### src/rtl/eased_parameter_crossfader_assert.svh
// Assertion macros for the crossfader
`ifndef EASED_PARAMETER_CROSSFADER_ASSERT_SVH
`define EASED_PARAMETER_CROSSFADER_ASSERT_SVH
`ifndef SYNTHESIS
`define EPC_ASSERT(label, clk, rst_n, prop, msg) \
  label: assert property (@(posedge clk) disable iff (!rst_n) prop) else $error(msg);
`define EPC_ASSERT_NR(label, clk, prop, msg) \
  label: assert property (@(posedge clk) prop) else $error(msg);
`else
`define EPC_ASSERT(label, clk, rst_n, prop, msg)
`define EPC_ASSERT_NR(label, clk, prop, msg)
`endif
`endif

### src/rtl/epc_pkg.sv
package epc_pkg;

  localparam int PARAM_COUNT_DEF = 9;
  localparam int VALUE_BITS_DEF  = 16;
  localparam int DUR_BITS        = 15;
  localparam int DELTA_BITS      = 10;
  localparam int Q_BITS          = 17;
  localparam logic [DUR_BITS-1:0] MAX_FADE = 15'd30000;
  localparam logic [Q_BITS-1:0]   Q_ONE    = 17'h10000;

  typedef enum logic [1:0] {
    CMD_TICK  = 2'd0,
    CMD_STAGE = 2'd1,
    CMD_START = 2'd2,
    CMD_NONE  = 2'd3
  } cmd_t;

  typedef struct packed {
    logic [1:0]            cmd;
    logic [3:0]            param_index;
    logic [15:0]           param_value;
    logic [DELTA_BITS-1:0] delta_ms;
    logic [DUR_BITS-1:0]   duration_ms;
    logic                  smooth_easing;
  } in_item_t;

  typedef struct packed {
    logic [15:0]       hue_offset;
    logic [15:0]       hue_spread;
    logic [15:0]       saturation;
    logic [15:0]       lightness;
    logic [15:0]       speed;
    logic [15:0]       density;
    logic [15:0]       scale_value;
    logic [15:0]       wobble;
    logic [15:0]       shape_value;
    logic              fading;
    logic [Q_BITS-1:0] eased_progress;
  } out_item_t;

  typedef enum logic [2:0] {
    ST_IDLE, ST_DIV, ST_EASE1, ST_EASE2, ST_BLEND, ST_DONE
  } state_t;

  // controller -> datapath
  typedef struct packed {
    logic load;     // capture input item and apply stage/start/tick bookkeeping
    logic div_go;   // begin progress division
    logic ease1;    // p*p
    logic ease2;    // p*p*(3-2p)
    logic blend;    // interpolate one parameter
    logic finish;   // settle fade state and build result
  } epc_cmd_t;

  // datapath -> controller
  typedef struct packed {
    logic is_tick;  // active tick that needs arithmetic
    logic div_done;
    logic smooth;
    logic blend_last;
  } epc_sts_t;

endpackage

### src/rtl/eased_parameter_crossfader.sv
// Nine-parameter cross-fader. Commands stage a target, start a fade or tick
// time; every accepted item yields one result. Stage, start, unused and idle
// ticks go from ST_IDLE straight to ST_DONE; a tick during a fade first runs
// a 31-step restoring divider for progress, two ease multiply steps when
// smoothstep is on, and one cycle per parameter through the shared
// interpolation multiplier. The result is registered through load_d_r into
// out_data, with out_valid raised alongside; while a result waits under
// out_stall the next item is held at its last cycle. in_stall is high while
// an item is in work.
`include "eased_parameter_crossfader_assert.svh"
module eased_parameter_crossfader #(
  parameter int PARAM_COUNT = epc_pkg::PARAM_COUNT_DEF,
  parameter int VALUE_BITS  = epc_pkg::VALUE_BITS_DEF
) (
  input  logic               clk,
  input  logic               rst_n,
  input  logic               in_valid,
  output logic               in_stall,
  input  epc_pkg::in_item_t  in_data,
  output logic               out_valid,
  input  logic               out_stall,
  output epc_pkg::out_item_t out_data
);

  epc_pkg::epc_cmd_t  ctl;
  epc_pkg::epc_sts_t  sts;
  epc_pkg::out_item_t result;
  epc_pkg::in_item_t  item_r;
  logic               out_load;

  // hold the accepted transfer for the whole item
  always_ff @(posedge clk) begin
    if (in_valid && !in_stall) item_r <= in_data;
  end

  epc_pkg::in_item_t item_use;
  assign item_use = ctl.load ? in_data : item_r;

  epc_ctrl u_ctrl (
    .clk, .rst_n, .in_valid, .in_stall, .out_valid, .out_stall,
    .sts, .ctl, .out_load
  );

  epc_datapath #(.PARAM_COUNT(PARAM_COUNT), .VALUE_BITS(VALUE_BITS)) u_dp (
    .clk, .rst_n, .item(item_use), .ctl, .sts, .result
  );

  // finish settles the snap on the same edge, so build the result in a
  // second step: load it the cycle after finish
  logic load_d_r;
  always_ff @(posedge clk) begin
    if (!rst_n) load_d_r <= 1'b0;
    else load_d_r <= out_load;
  end
  always_ff @(posedge clk) begin
    if (load_d_r) out_data <= result;
  end

  `EPC_ASSERT(a_stall_busy, clk, rst_n, ctl.blend |-> in_stall, "input taken mid-blend")

endmodule

### src/rtl/epc_datapath.sv
module epc_datapath #(
  parameter int PARAM_COUNT = epc_pkg::PARAM_COUNT_DEF,
  parameter int VALUE_BITS  = epc_pkg::VALUE_BITS_DEF
) (
  input  logic               clk,
  input  logic               rst_n,
  input  epc_pkg::in_item_t  item,
  input  epc_pkg::epc_cmd_t  ctl,
  output epc_pkg::epc_sts_t  sts,
  output epc_pkg::out_item_t result
);

  localparam int IW = (PARAM_COUNT > 1) ? $clog2(PARAM_COUNT) : 1;
  localparam int QB = epc_pkg::Q_BITS;
  localparam int DB = epc_pkg::DUR_BITS;
  localparam int NB = DB + 16;             // dividend: elapsed * 65536
  localparam int CB = $clog2(NB + 1);

  logic [VALUE_BITS-1:0] staged_r [PARAM_COUNT];
  logic [VALUE_BITS-1:0] from_r   [PARAM_COUNT];
  logic [VALUE_BITS-1:0] goal_r   [PARAM_COUNT];
  logic [VALUE_BITS-1:0] rend_r   [PARAM_COUNT];
  logic [DB-1:0] elapsed_r, len_r;
  logic          active_r, smooth_r, tick_r;

  logic [NB-1:0] quo_r;
  logic [DB:0]   rem_r;
  logic [CB-1:0] dcnt_r;
  logic          div_done_r;
  logic [QB-1:0] p_r, e_r;
  logic [2*QB-1:0] sq_r;
  logic [IW-1:0] bidx_r;

  // elapsed update on tick and duration clamp for start
  logic [DB:0] el_sum;
  logic [DB-1:0] dur_cl;
  always_comb begin
    el_sum = {1'b0, elapsed_r} + (DB+1)'(item.delta_ms);
    if (item.duration_ms == '0) dur_cl = DB'(1);
    else if (item.duration_ms > epc_pkg::MAX_FADE) dur_cl = epc_pkg::MAX_FADE;
    else dur_cl = item.duration_ms;
  end

  // restoring divider step
  logic [DB+1:0] rem_sh;
  logic [DB+1:0] rem_sub;
  always_comb begin
    rem_sh  = {rem_r, quo_r[NB-1]};
    rem_sub = rem_sh - {2'b00, len_r};
  end

  // ease multiply
  logic [QB+1:0] three_m2p;
  logic [3*QB+2:0] cube;
  always_comb begin
    three_m2p = (QB+2)'(3 * 65536) - {1'b0, p_r, 1'b0};
    cube = (3*QB+3)'(sq_r) * (3*QB+3)'(three_m2p);
  end

  // blend one parameter
  logic [VALUE_BITS-1:0] bf, bt, bd, bmag, bres;
  logic [VALUE_BITS+QB-1:0] bprod;
  logic bneg;
  always_comb begin
    bf = from_r[bidx_r];
    bt = goal_r[bidx_r];
    bd = bt - bf;
    if (bidx_r == '0) bneg = bd[VALUE_BITS-1];
    else bneg = bt < bf;
    bmag = bneg ? (bf - bt) : bd;
    bprod = (VALUE_BITS+QB)'(bmag) * (VALUE_BITS+QB)'(e_r);
    bres = bneg ? bf - bprod[VALUE_BITS+15:16] : bf + bprod[VALUE_BITS+15:16];
  end

  always_ff @(posedge clk) begin
    if (!rst_n) begin
      for (int i = 0; i < PARAM_COUNT; i++) begin
        staged_r[i] <= '0;
        from_r[i]   <= '0;
        goal_r[i]   <= '0;
        rend_r[i]   <= '0;
      end
      elapsed_r  <= '0;
      len_r      <= DB'(1);
      active_r   <= 1'b0;
      smooth_r   <= 1'b0;
      tick_r     <= 1'b0;
      div_done_r <= 1'b0;
      dcnt_r     <= '0;
      bidx_r     <= '0;
      p_r        <= epc_pkg::Q_ONE;
      e_r        <= epc_pkg::Q_ONE;
    end else begin
      if (ctl.load) begin
        tick_r <= 1'b0;
        unique case (epc_pkg::cmd_t'(item.cmd))
          epc_pkg::CMD_STAGE: begin
            if (32'(item.param_index) < PARAM_COUNT)
              staged_r[item.param_index[IW-1:0]] <= item.param_value[VALUE_BITS-1:0];
          end
          epc_pkg::CMD_START: begin
            for (int i = 0; i < PARAM_COUNT; i++) begin
              from_r[i] <= rend_r[i];
              goal_r[i] <= staged_r[i];
            end
            elapsed_r <= '0;
            len_r     <= dur_cl;
            smooth_r  <= item.smooth_easing;
            active_r  <= 1'b1;
            e_r       <= '0;
          end
          epc_pkg::CMD_TICK: begin
            if (active_r) begin
              elapsed_r <= (el_sum > {1'b0, len_r}) ? len_r : el_sum[DB-1:0];
              tick_r    <= 1'b1;
            end
          end
          default: ;
        endcase
      end
      if (ctl.div_go) begin
        quo_r      <= {elapsed_r, 16'h0};
        rem_r      <= '0;
        dcnt_r     <= CB'(NB);
        div_done_r <= 1'b0;
      end else if (dcnt_r != '0) begin
        if (!rem_sub[DB+1]) begin
          rem_r <= rem_sub[DB:0];
          quo_r <= {quo_r[NB-2:0], 1'b1};
        end else begin
          rem_r <= rem_sh[DB:0];
          quo_r <= {quo_r[NB-2:0], 1'b0};
        end
        dcnt_r <= dcnt_r - CB'(1);
        if (dcnt_r == CB'(1)) div_done_r <= 1'b1;
      end
      if (div_done_r && !ctl.div_go && dcnt_r == '0 && !ctl.ease1) begin
        p_r <= (quo_r > NB'(epc_pkg::Q_ONE)) ? epc_pkg::Q_ONE : quo_r[QB-1:0];
        e_r <= (quo_r > NB'(epc_pkg::Q_ONE)) ? epc_pkg::Q_ONE : quo_r[QB-1:0];
        bidx_r <= '0;
        div_done_r <= 1'b0;
      end
      if (ctl.ease1) sq_r <= (2*QB)'(p_r) * (2*QB)'(p_r);
      if (ctl.ease2) e_r <= cube[QB+31:32];
      if (ctl.blend) begin
        rend_r[bidx_r] <= bres;
        if (32'(bidx_r) != PARAM_COUNT - 1) bidx_r <= bidx_r + IW'(1);
        else bidx_r <= '0;
      end
      if (ctl.finish && tick_r && elapsed_r >= len_r) begin
        for (int i = 0; i < PARAM_COUNT; i++) rend_r[i] <= goal_r[i];
        active_r <= 1'b0;
      end
    end
  end

  // p is taken from the divider the cycle after div_done rises
  logic div_seen_r;
  always_ff @(posedge clk) begin
    if (!rst_n) div_seen_r <= 1'b0;
    else div_seen_r <= div_done_r && dcnt_r == '0 && !ctl.div_go;
  end

  assign sts.is_tick    = tick_r;
  assign sts.div_done   = div_seen_r;
  assign sts.smooth     = smooth_r;
  assign sts.blend_last = (32'(bidx_r) == PARAM_COUNT - 1);

  // result reflects the register state; the top level samples it after finish
  logic [VALUE_BITS-1:0] shown [9];
  always_comb begin
    for (int i = 0; i < 9; i++) begin
      if (i < PARAM_COUNT) shown[i] = rend_r[i];
      else shown[i] = '0;
    end
    result.hue_offset     = 16'(shown[0]);
    result.hue_spread     = 16'(shown[1]);
    result.saturation     = 16'(shown[2]);
    result.lightness      = 16'(shown[3]);
    result.speed          = 16'(shown[4]);
    result.density        = 16'(shown[5]);
    result.scale_value    = 16'(shown[6]);
    result.wobble         = 16'(shown[7]);
    result.shape_value    = 16'(shown[8]);
    result.fading         = active_r;
    result.eased_progress = active_r ? e_r : epc_pkg::Q_ONE;
  end

endmodule

### src/rtl/epc_ctrl.sv
`include "eased_parameter_crossfader_assert.svh"
module epc_ctrl (
  input  logic               clk,
  input  logic               rst_n,
  input  logic               in_valid,
  output logic               in_stall,
  output logic               out_valid,
  input  logic               out_stall,
  input  epc_pkg::epc_sts_t  sts,
  output epc_pkg::epc_cmd_t  ctl,
  output logic               out_load
);

  epc_pkg::state_t state_r, state_nxt;
  logic out_valid_r;
  logic out_load_d_r;
  logic free;
  // ST_DONE is visited right after load; an active tick then needs the arithmetic pass
  logic finish_seen_r;

  // result register may be refilled when empty or being drained
  assign free = !out_valid_r || !out_stall;

  always_comb begin
    state_nxt = state_r;
    unique case (state_r)
      epc_pkg::ST_IDLE:  if (in_valid) state_nxt = epc_pkg::ST_DONE;
      epc_pkg::ST_DIV:   if (sts.div_done)
                           state_nxt = sts.smooth ? epc_pkg::ST_EASE1 : epc_pkg::ST_BLEND;
      epc_pkg::ST_EASE1: state_nxt = epc_pkg::ST_EASE2;
      epc_pkg::ST_EASE2: state_nxt = epc_pkg::ST_BLEND;
      epc_pkg::ST_BLEND: if (sts.blend_last) state_nxt = epc_pkg::ST_DONE;
      epc_pkg::ST_DONE:  begin
        if (sts.is_tick && !finish_seen_r) state_nxt = epc_pkg::ST_DIV;
        else if (free) state_nxt = epc_pkg::ST_IDLE;
      end
      default:           state_nxt = epc_pkg::ST_IDLE;
    endcase
  end

  always_comb begin
    ctl = '0;
    out_load = 1'b0;
    unique case (state_r)
      epc_pkg::ST_IDLE:  ctl.load = in_valid;
      epc_pkg::ST_DIV:   ;
      epc_pkg::ST_EASE1: ctl.ease1 = 1'b1;
      epc_pkg::ST_EASE2: ctl.ease2 = 1'b1;
      epc_pkg::ST_BLEND: ctl.blend = 1'b1;
      epc_pkg::ST_DONE:  begin
        if (sts.is_tick && !finish_seen_r) ctl.div_go = 1'b1;
        else if (free) begin
          ctl.finish = 1'b1;
          out_load   = 1'b1;
        end
      end
      default: ;
    endcase
  end

  always_ff @(posedge clk) begin
    if (!rst_n) begin
      state_r       <= epc_pkg::ST_IDLE;
      out_valid_r   <= 1'b0;
      out_load_d_r  <= 1'b0;
      finish_seen_r <= 1'b0;
    end else begin
      state_r      <= state_nxt;
      out_load_d_r <= out_load;
      if (ctl.load) finish_seen_r <= 1'b0;
      else if (state_r == epc_pkg::ST_BLEND && sts.blend_last) finish_seen_r <= 1'b1;
      // the result register fills the cycle after finish; raise valid with it
      if (out_load_d_r) out_valid_r <= 1'b1;
      else if (!out_stall) out_valid_r <= 1'b0;
    end
  end

  assign in_stall  = (state_r != epc_pkg::ST_IDLE);
  assign out_valid = out_valid_r;

  `EPC_ASSERT(a_load_idle, clk, rst_n, ctl.load |-> state_r == epc_pkg::ST_IDLE, "load outside idle")
  `EPC_ASSERT(a_out_hold, clk, rst_n, (out_valid_r && out_stall) |-> !out_load, "result overwritten")
  `EPC_ASSERT(a_ease_seq, clk, rst_n, ctl.ease1 |=> ctl.ease2, "ease steps out of order")

endmodule
### config.mk
export PLATFORM = sky130hd
export DESIGN_NAME = eased_parameter_crossfader
export DESIGN_NICKNAME = d
export VERILOG_FILES = /design/src/rtl/epc_pkg.sv /design/src/rtl/eased_parameter_crossfader.sv /design/src/rtl/epc_datapath.sv /design/src/rtl/epc_ctrl.sv
export VERILOG_INCLUDE_DIRS = /design/src /design/src/rtl
export SDC_FILE = /design/constraint.sdc
export NUM_CORES = 2
export LEC_CHECK = 0
export BUFFER_PORTS_ARGS = -buffer_cell sky130_fd_sc_hd__buf_2
export CELL_PAD_IN_SITES_DETAIL_PLACEMENT = 1
export CELL_PAD_IN_SITES_GLOBAL_PLACEMENT = 2
export CORE_UTILIZATION = 45
export CTS_BUF_LIST = sky130_fd_sc_hd__clkbuf_8
export CTS_CLUSTER_SIZE = 30
export DETAILED_ROUTE_END_ITERATION = 8
export GPL_ROUTABILITY_DRIVEN = 0
export PLACE_DENSITY = 0.81
export SKIP_CTS_REPAIR_TIMING = 1
export SKIP_LAST_GASP = 1
export SYNTH_ARGS = -nofsm -noshare
export SYNTH_HDL_FRONTEND = slang
export SYNTH_HIERARCHICAL = 1
export SYNTH_SLANG_ARGS = --single-unit
### constraint.sdc
create_clock -name clk -period 17.8 [get_ports clk]
set_clock_uncertainty 0.2 [all_clocks]
set_input_delay 0 -clock clk [delete_from_list [all_inputs] [get_ports clk]]
set_output_delay 0 -clock clk [all_outputs]
set_load 0.05 [all_outputs]
# Word-level counts from Yosys, hierarchy flattened
# Memories as Yosys holds them, arrays and structs flattened. A register that Yosys moved wholly into a read port is not among the register bits.
# Cells that the tools add are included.
[op_classes]
order_cmp = 6
n_mux = 97
eq_ne = 16
n_bitwise = 28
reduce_logical = 41
multipliers = 3
n_addsub = 9
[op_table]
columns = ["operator", "count"]
rows = [
  ["$mux 16", 33],
  ["$mux 17", 5],
  ["$mux 31", 2],
  ["$mux 15", 4],
  ["$mul 34x19->49", 1],
  ["$mux 48", 1],
  ["$sub 16x16->16", 3],
  ["$mux 4", 9],
  ["$mul 17x17->34", 1],
  ["$mux 1", 33],
  ["$mul 16x17->32", 1],
  ["$reduce_or 16->1", 2],
  ["$gt 31x17->1 const B", 1],
  ["$pmux 15 s2", 1],
  ["$or 1x1->1", 27],
  ["$sub 18x18->19 const A", 1],
  ["$mux 3", 6],
  ["$pmux 3 s6", 1],
  ["$sub 17x15->17", 1],
  ["$add 15x10->16", 1],
  ["$add 16x16->16", 1],
  ["$gt 16x15->1", 1],
  ["$lt 16x16->1", 1],
  ["$ge 15x15->1", 1],
  ["other kinds (33)", 62],
]
[word_totals]
mem_bits_rw = 576
out_inout_bits = 164
ff_bits = 375
n_memories = 4
inputBits = 52
[memory_table]
columns = ["memory", "depth", "width", "rd", "rd_ports_with_merged_regs", "wr", "line_no", "rtl"]
rows = [
  ["u_dp.from_r", 9, 16, 1, 1, 9, "epc_datapath.sv:20", "logic [VALUE_BITS-1:0] from_r [PARAM_COUNT];"],
  ["u_dp.goal_r", 9, 16, 10, 1, 9, "epc_datapath.sv:21", "logic [VALUE_BITS-1:0] goal_r [PARAM_COUNT];"],
  ["u_dp.rend_r", 9, 16, 9, 0, 9, "epc_datapath.sv:22", "logic [VALUE_BITS-1:0] rend_r [PARAM_COUNT];"],
  ["u_dp.staged_r", 9, 16, 9, 0, 9, "epc_datapath.sv:19", "logic [VALUE_BITS-1:0] staged_r [PARAM_COUNT];"],
]

# Depth between registers and ports, before layout
[logic_depth]
depth_word = 12
depth_mapped = 59
ltp_nobuf = 54

# By module
# Netlist, hierarchy kept.
[by_module_without_submodules]
columns = ["mod", "area_per_inst_um2", "instances", "cells_per_inst", "seq_area_each_um2"]
rows = [
  ["epc_datapath", 70614.0, 1, 6779, 21340.5],
  ["eased_parameter_crossfader", 6998.0, 1, 266, 6326.1],
  ["epc_ctrl", 367.9, 1, 46, 120.1],
]

# Least setup slack after synthesis
# OpenSTA, ideal clock, no wires.
[synth_path]
kind = "register to register"
startpoint = "register with a tool-made name"
endpoint = "memory u_dp/rend_r[3][15] (netlist name), data pin"
arrival_ns = 13.487
path_stages_with_launch = 54
required_ns = 17.335
slack_ns = 3.848
cell_sequence = "dfxtp_1 -> clkbuf_1 -> buf_1 -> mux4_2 -> mux2i_1 -> o21a_1 -> inv_1 -> ha_1 -> buf_6 -> a21o_1 -> or3_4 -> o21ai_2 -> a2111oi_1 -> nor3_2 -> nand2_1 -> o311a_1 -> o31a_1 -> a221oi_1 -> [18 not listed] -> nor3b_1 -> o21ai_0 -> nor3b_2 -> a2111oi_1 -> nor3b_1 -> nor2_1 -> xnor2_1 -> ha_1 -> or2_2 -> a21oi_1 -> a31oi_1 -> a31oi_1 -> o21ai_0 -> xnor3_1 -> clkbuf_1 -> nor2_1 -> a22oi_1 -> nand3_1"
[synth_lines]
columns = ["element", "line_no"]
rows = [
  ["end, declared", "epc_datapath.sv:22"],
]

==> run summary <==
The run finished with clean final reports. For this design the top-level I/O count stands at 216. Summing all non-filler instances in the final layout gives an area of 85960 um2.

In this design, the stage delay of the slowest critical-path cell is 950 ps. In this run the remaining antenna-violating nets after routing total 0. Global routing consumed, over all layers together, 28.88% of the routing resources.

The maximum clock path buffer count was 3. The number of distinct library cells after synthesis was 105; the xor/xnor cell area share of the yosys netlist was 1.646%. From bottom edge to top edge, the die measures 418.3 um.

The average instance in the mapped netlist occupies 11.00 um2. In the post-route analysis, the smallest setup slack over all paths is 1597 ps. The worst-case headroom to the max-slew limit was 11.85%.

In this run the static leakage power is 37.90 nW. Once placement completed, the tool counted placed cells totaling 9359. In this run, synthesis inferred 866 flip-flops with an integrated enable. STA puts the critical path data required time at 18270 ps. Summing the areas of all compound-gate instances in the mapped netlist gives 7.013% of the synthesized area.

The share of Yosys cell area claimed by the top area cell type is 33.35%, and the number of register bits inferred by synthesis is 955. By area, the combinational part of the netlist is dominated by adder cells. Startpoint type of the worst setup path: a flop. In this run the standard cell core region covers 171900 um2. Among all flip-flop cells after synthesis, the most frequent one is sky130_fd_sc_hd__edfxtp_1.

The maximum fanout encountered on the critical timing path came out at 44. For this design, the slowest cell found on the critical path is sky130_fd_sc_hd__dfxtp_4. The portion of the post-synthesis area used by sequential elements is 35.63%.

For the estimated wirelength of the detail-placed design, the log shows 188.2 mm. For the clock sink count, the log shows 955. The path category of the worst min-delay check is primary input to flop. The synthesized netlist devotes 30.53% of its cell area to adder and majority cells. The synthesized instance count came out at 7091. The total count of hold-check failures in the final report is 0, and the share of cell area taken by muxes after synthesis is 3.628%.

After the last flow step, the layout net total stands at 8731. For the worst setup path, the data arrival time is 16670 ps. Measured on the finished design, the core utilization comes to 50.00%.

The run gives 0 as the post-route DRC violation count. Global routing finished with a remaining overflow of 0. The final hold slack is 65.27 ps. After layout, the design draws a total of 9.461 mW. Synthesis-to-layout area growth: 10.24%. The x dimension of the die was 418.3 um. Measured slew at the worst slew-check pin: 1320 ps. Row generation in the floorplan step produced 152 rows.

Yosys attributes the largest share of cell area to sky130_fd_sc_hd__edfxtp_1, sky130_fd_sc_hd__fa_1, sky130_fd_sc_hd__ha_1, sky130_fd_sc_hd__inv_1, sky130_fd_sc_hd__nand2_1. Cell taking the most area after synthesis: sky130_fd_sc_hd__edfxtp_1. The number of max-slew violations in the final report was 0. TritonCTS built the clock tree. Setup violations remaining at the end of the flow were counted as 0. The final route contains 54750 vias. The power density over the cells was 110.1 nW/um2; the quantity of I/O buffers inserted on ports was 215.

The finished layout holds 9768 standard cells, fillers aside. Of the total synthesized cell area, the portion taken by AND, OR, NAND and NOR gates is 13.89%. Summed over all layers, the routed wires come to 254.4 mm. Number of buffers created by CTS: 165. Entering global routing, the biggest net connects 132 pins. The logs give 0 ps for the total negative setup slack and 4 for the number of H-tree levels. Counting I/O delays and the setup requirement, the final critical path takes 16200 ps.

For this configuration, the core starts out at a cell density of 45.36%. Using the TritonRoute via totals, the vias-per-cell ratio works out to 5.605. For this block, the initial DRC count from the detailed router was 3673. The layout cell share with drive strength beyond 1 is 10.68%.

Setup repair after global routing left no endpoint under its margin. In the synthesized netlist the async set-or-reset flop fraction comes to 0%. The clock tree root driver cell was sky130_fd_sc_hd__clkbuf_8. The post-detailed-placement cell area was 81590 um2; the mapped cell area was 77980 um2. The number of iterations in the first detailed-routing pass is 6. The die area is 175000 um2, and the fmax is 0.06172 GHz. The most frequent cell on the critical path is sky130_fd_sc_hd__fa_1.

For this run, the number of Yosys warnings is 6. The tools report the initial antenna violation count as 8. The critical setup path kind is flop to flop. The via count of the first global-routing pass is 58630, and the global-route wire length before repair is 374.3 mm. The tools report the total of max-cap violations as 0. VDD sags by at most 0.0002286 V. Prior to clock tree synthesis, the placed netlist has a worst setup slack of 1958 ps. The clock input transition at the sequential cells of the worst setup and hold paths works out to 60 ps.

The worst setup path is captured at a flop. The post-route fraction of the period consumed by the critical path came out at 91.03%. The average wire length per cell after detail routing came out at 26.04 um. The tools report the clock latency reported for the late side of the worst-skew pair as 950 ps.
[sequential cells by signal (all words and copies together), names as in the netlist, 3 cells and up, named ones only]
name            flops
out_data          162
u_dp/from_r       144
u_dp/goal_r       144
u_dp/rend_r       144
u_dp/staged_r     144
item_r             48
u_dp/sq_r          33
u_dp/quo_r         31
u_dp/e_r           17
u_dp/p_r           17
u_dp/rem_r         16
u_dp/elapsed_r     15
u_dp/len_r         15
u_dp/dcnt_r         5
u_dp/bidx_r         4
u_ctrl/state_r      3
[synthesized netlist by cell type, types with 45 or more instances]
cell	n
sky130_fd_sc_hd__mux2_2	45
sky130_fd_sc_hd__a21o_1	64
sky130_fd_sc_hd__nor2_1	172
sky130_fd_sc_hd__nand2_1	838
sky130_fd_sc_hd__mux4_2	64
sky130_fd_sc_hd__nand3_1	53
sky130_fd_sc_hd__and3_1	345
sky130_fd_sc_hd__a22o_1	128
sky130_fd_sc_hd__mux2i_1	58
sky130_fd_sc_hd__fa_1	906
sky130_fd_sc_hd__and2_1	438
sky130_fd_sc_hd__ha_1	453
sky130_fd_sc_hd__inv_1	1133
sky130_fd_sc_hd__dfxtp_1	89
sky130_fd_sc_hd__clkbuf_1	332
sky130_fd_sc_hd__edfxtp_1	866
sky130_fd_sc_hd__a21oi_1	163
sky130_fd_sc_hd__nor2b_1	66
sky130_fd_sc_hd__o21ai_0	100
sky130_fd_sc_hd__xnor2_1	109
sky130_fd_sc_hd__o21a_1	68
[power by group]
group / switching [mW] / total [mW] / internal, mW
sequential: 0.159 / 2.85 / 2.69
clock: 1.01 / 2.05 / 1.03
combinational: 3.16 / 4.57 / 1.41
total: 4.33 / 9.46 / 5.13
[path summary, 6_finish.rpt]
kind                                   startpoint  cells past startpoint             endpoint  slack, ps
worst max register to register               flop                     47   u_dp/rend_r[4][15]       1600
worst min register to register  u_dp/rend_r[7][4]                      0         out_data[38]        250
worst max-delay path                         flop                     47   u_dp/rend_r[4][15]       1600
worst min-delay path                  in_data[31]                      4  u_dp/staged_r[6][5]         70
[routing by layer]
layer | track usage [%] | share of wire [%] | vias up
met1 | 35.66 | 40 | 28650
met5 | 0 | 0 | -
met4 | 13.16 | 5.2 | 0
met2 | 50.09 | 50 | 1803
li1 | - | - | 23840
met3 | 3.984 | 5.0 | 466
[final cells by class]
type                       count  area [um2]
inverter                    1134        4257
timing repair buffer         457        3172
clock buffer                 174        2395
sequential                   955       27800
tap                         2310        2890
antenna                        5       12.51
clock inverter               126       925.9
multi-input combinational   4607       44510
fill                       18580       85960
[cell usage in the layout (no fill, tap or decap), drive strengths merged, types with 104 or more instances in the layout]
cell type | netlist | layout
a21oi | 164 | 164
a22o | 128 | 128
and2 | 439 | 439
and3 | 348 | 348
buf | 69 | 353
clkbuf | 336 | 174
dlygate4sd3 | 0 | 104
edfxtp | 866 | 866
fa | 906 | 906
ha | 453 | 453
inv | 1134 | 1184
nand2 | 838 | 838
nor2 | 172 | 172
o21ai | 105 | 105
xnor2 | 109 | 109
[cell families after synthesis]
kind of cell | after synthesis
other | 2
and+or+nand+nor | 2128
buffers and inverters | 1542
adders and majority gates | 1359
DFF | 955
AOI/OAI and AO/OA | 773
xor gates and xnor gates | 145
muxes | 187
[worst max-delay path: cells and delay by family (launching register included)]
kind                     cells  cell delay [ps]
XOR/XNOR                     4             1490
AND/OR/NAND/NOR             10             3030
buffers and inverters        5              520
multiplexers                 2              980
AO/OA/AOI/OAI               17             4520
adder cells (fa/ha/maj)      9             4100
flip-flops                   1              950
(Power assumes the default switching activity.)
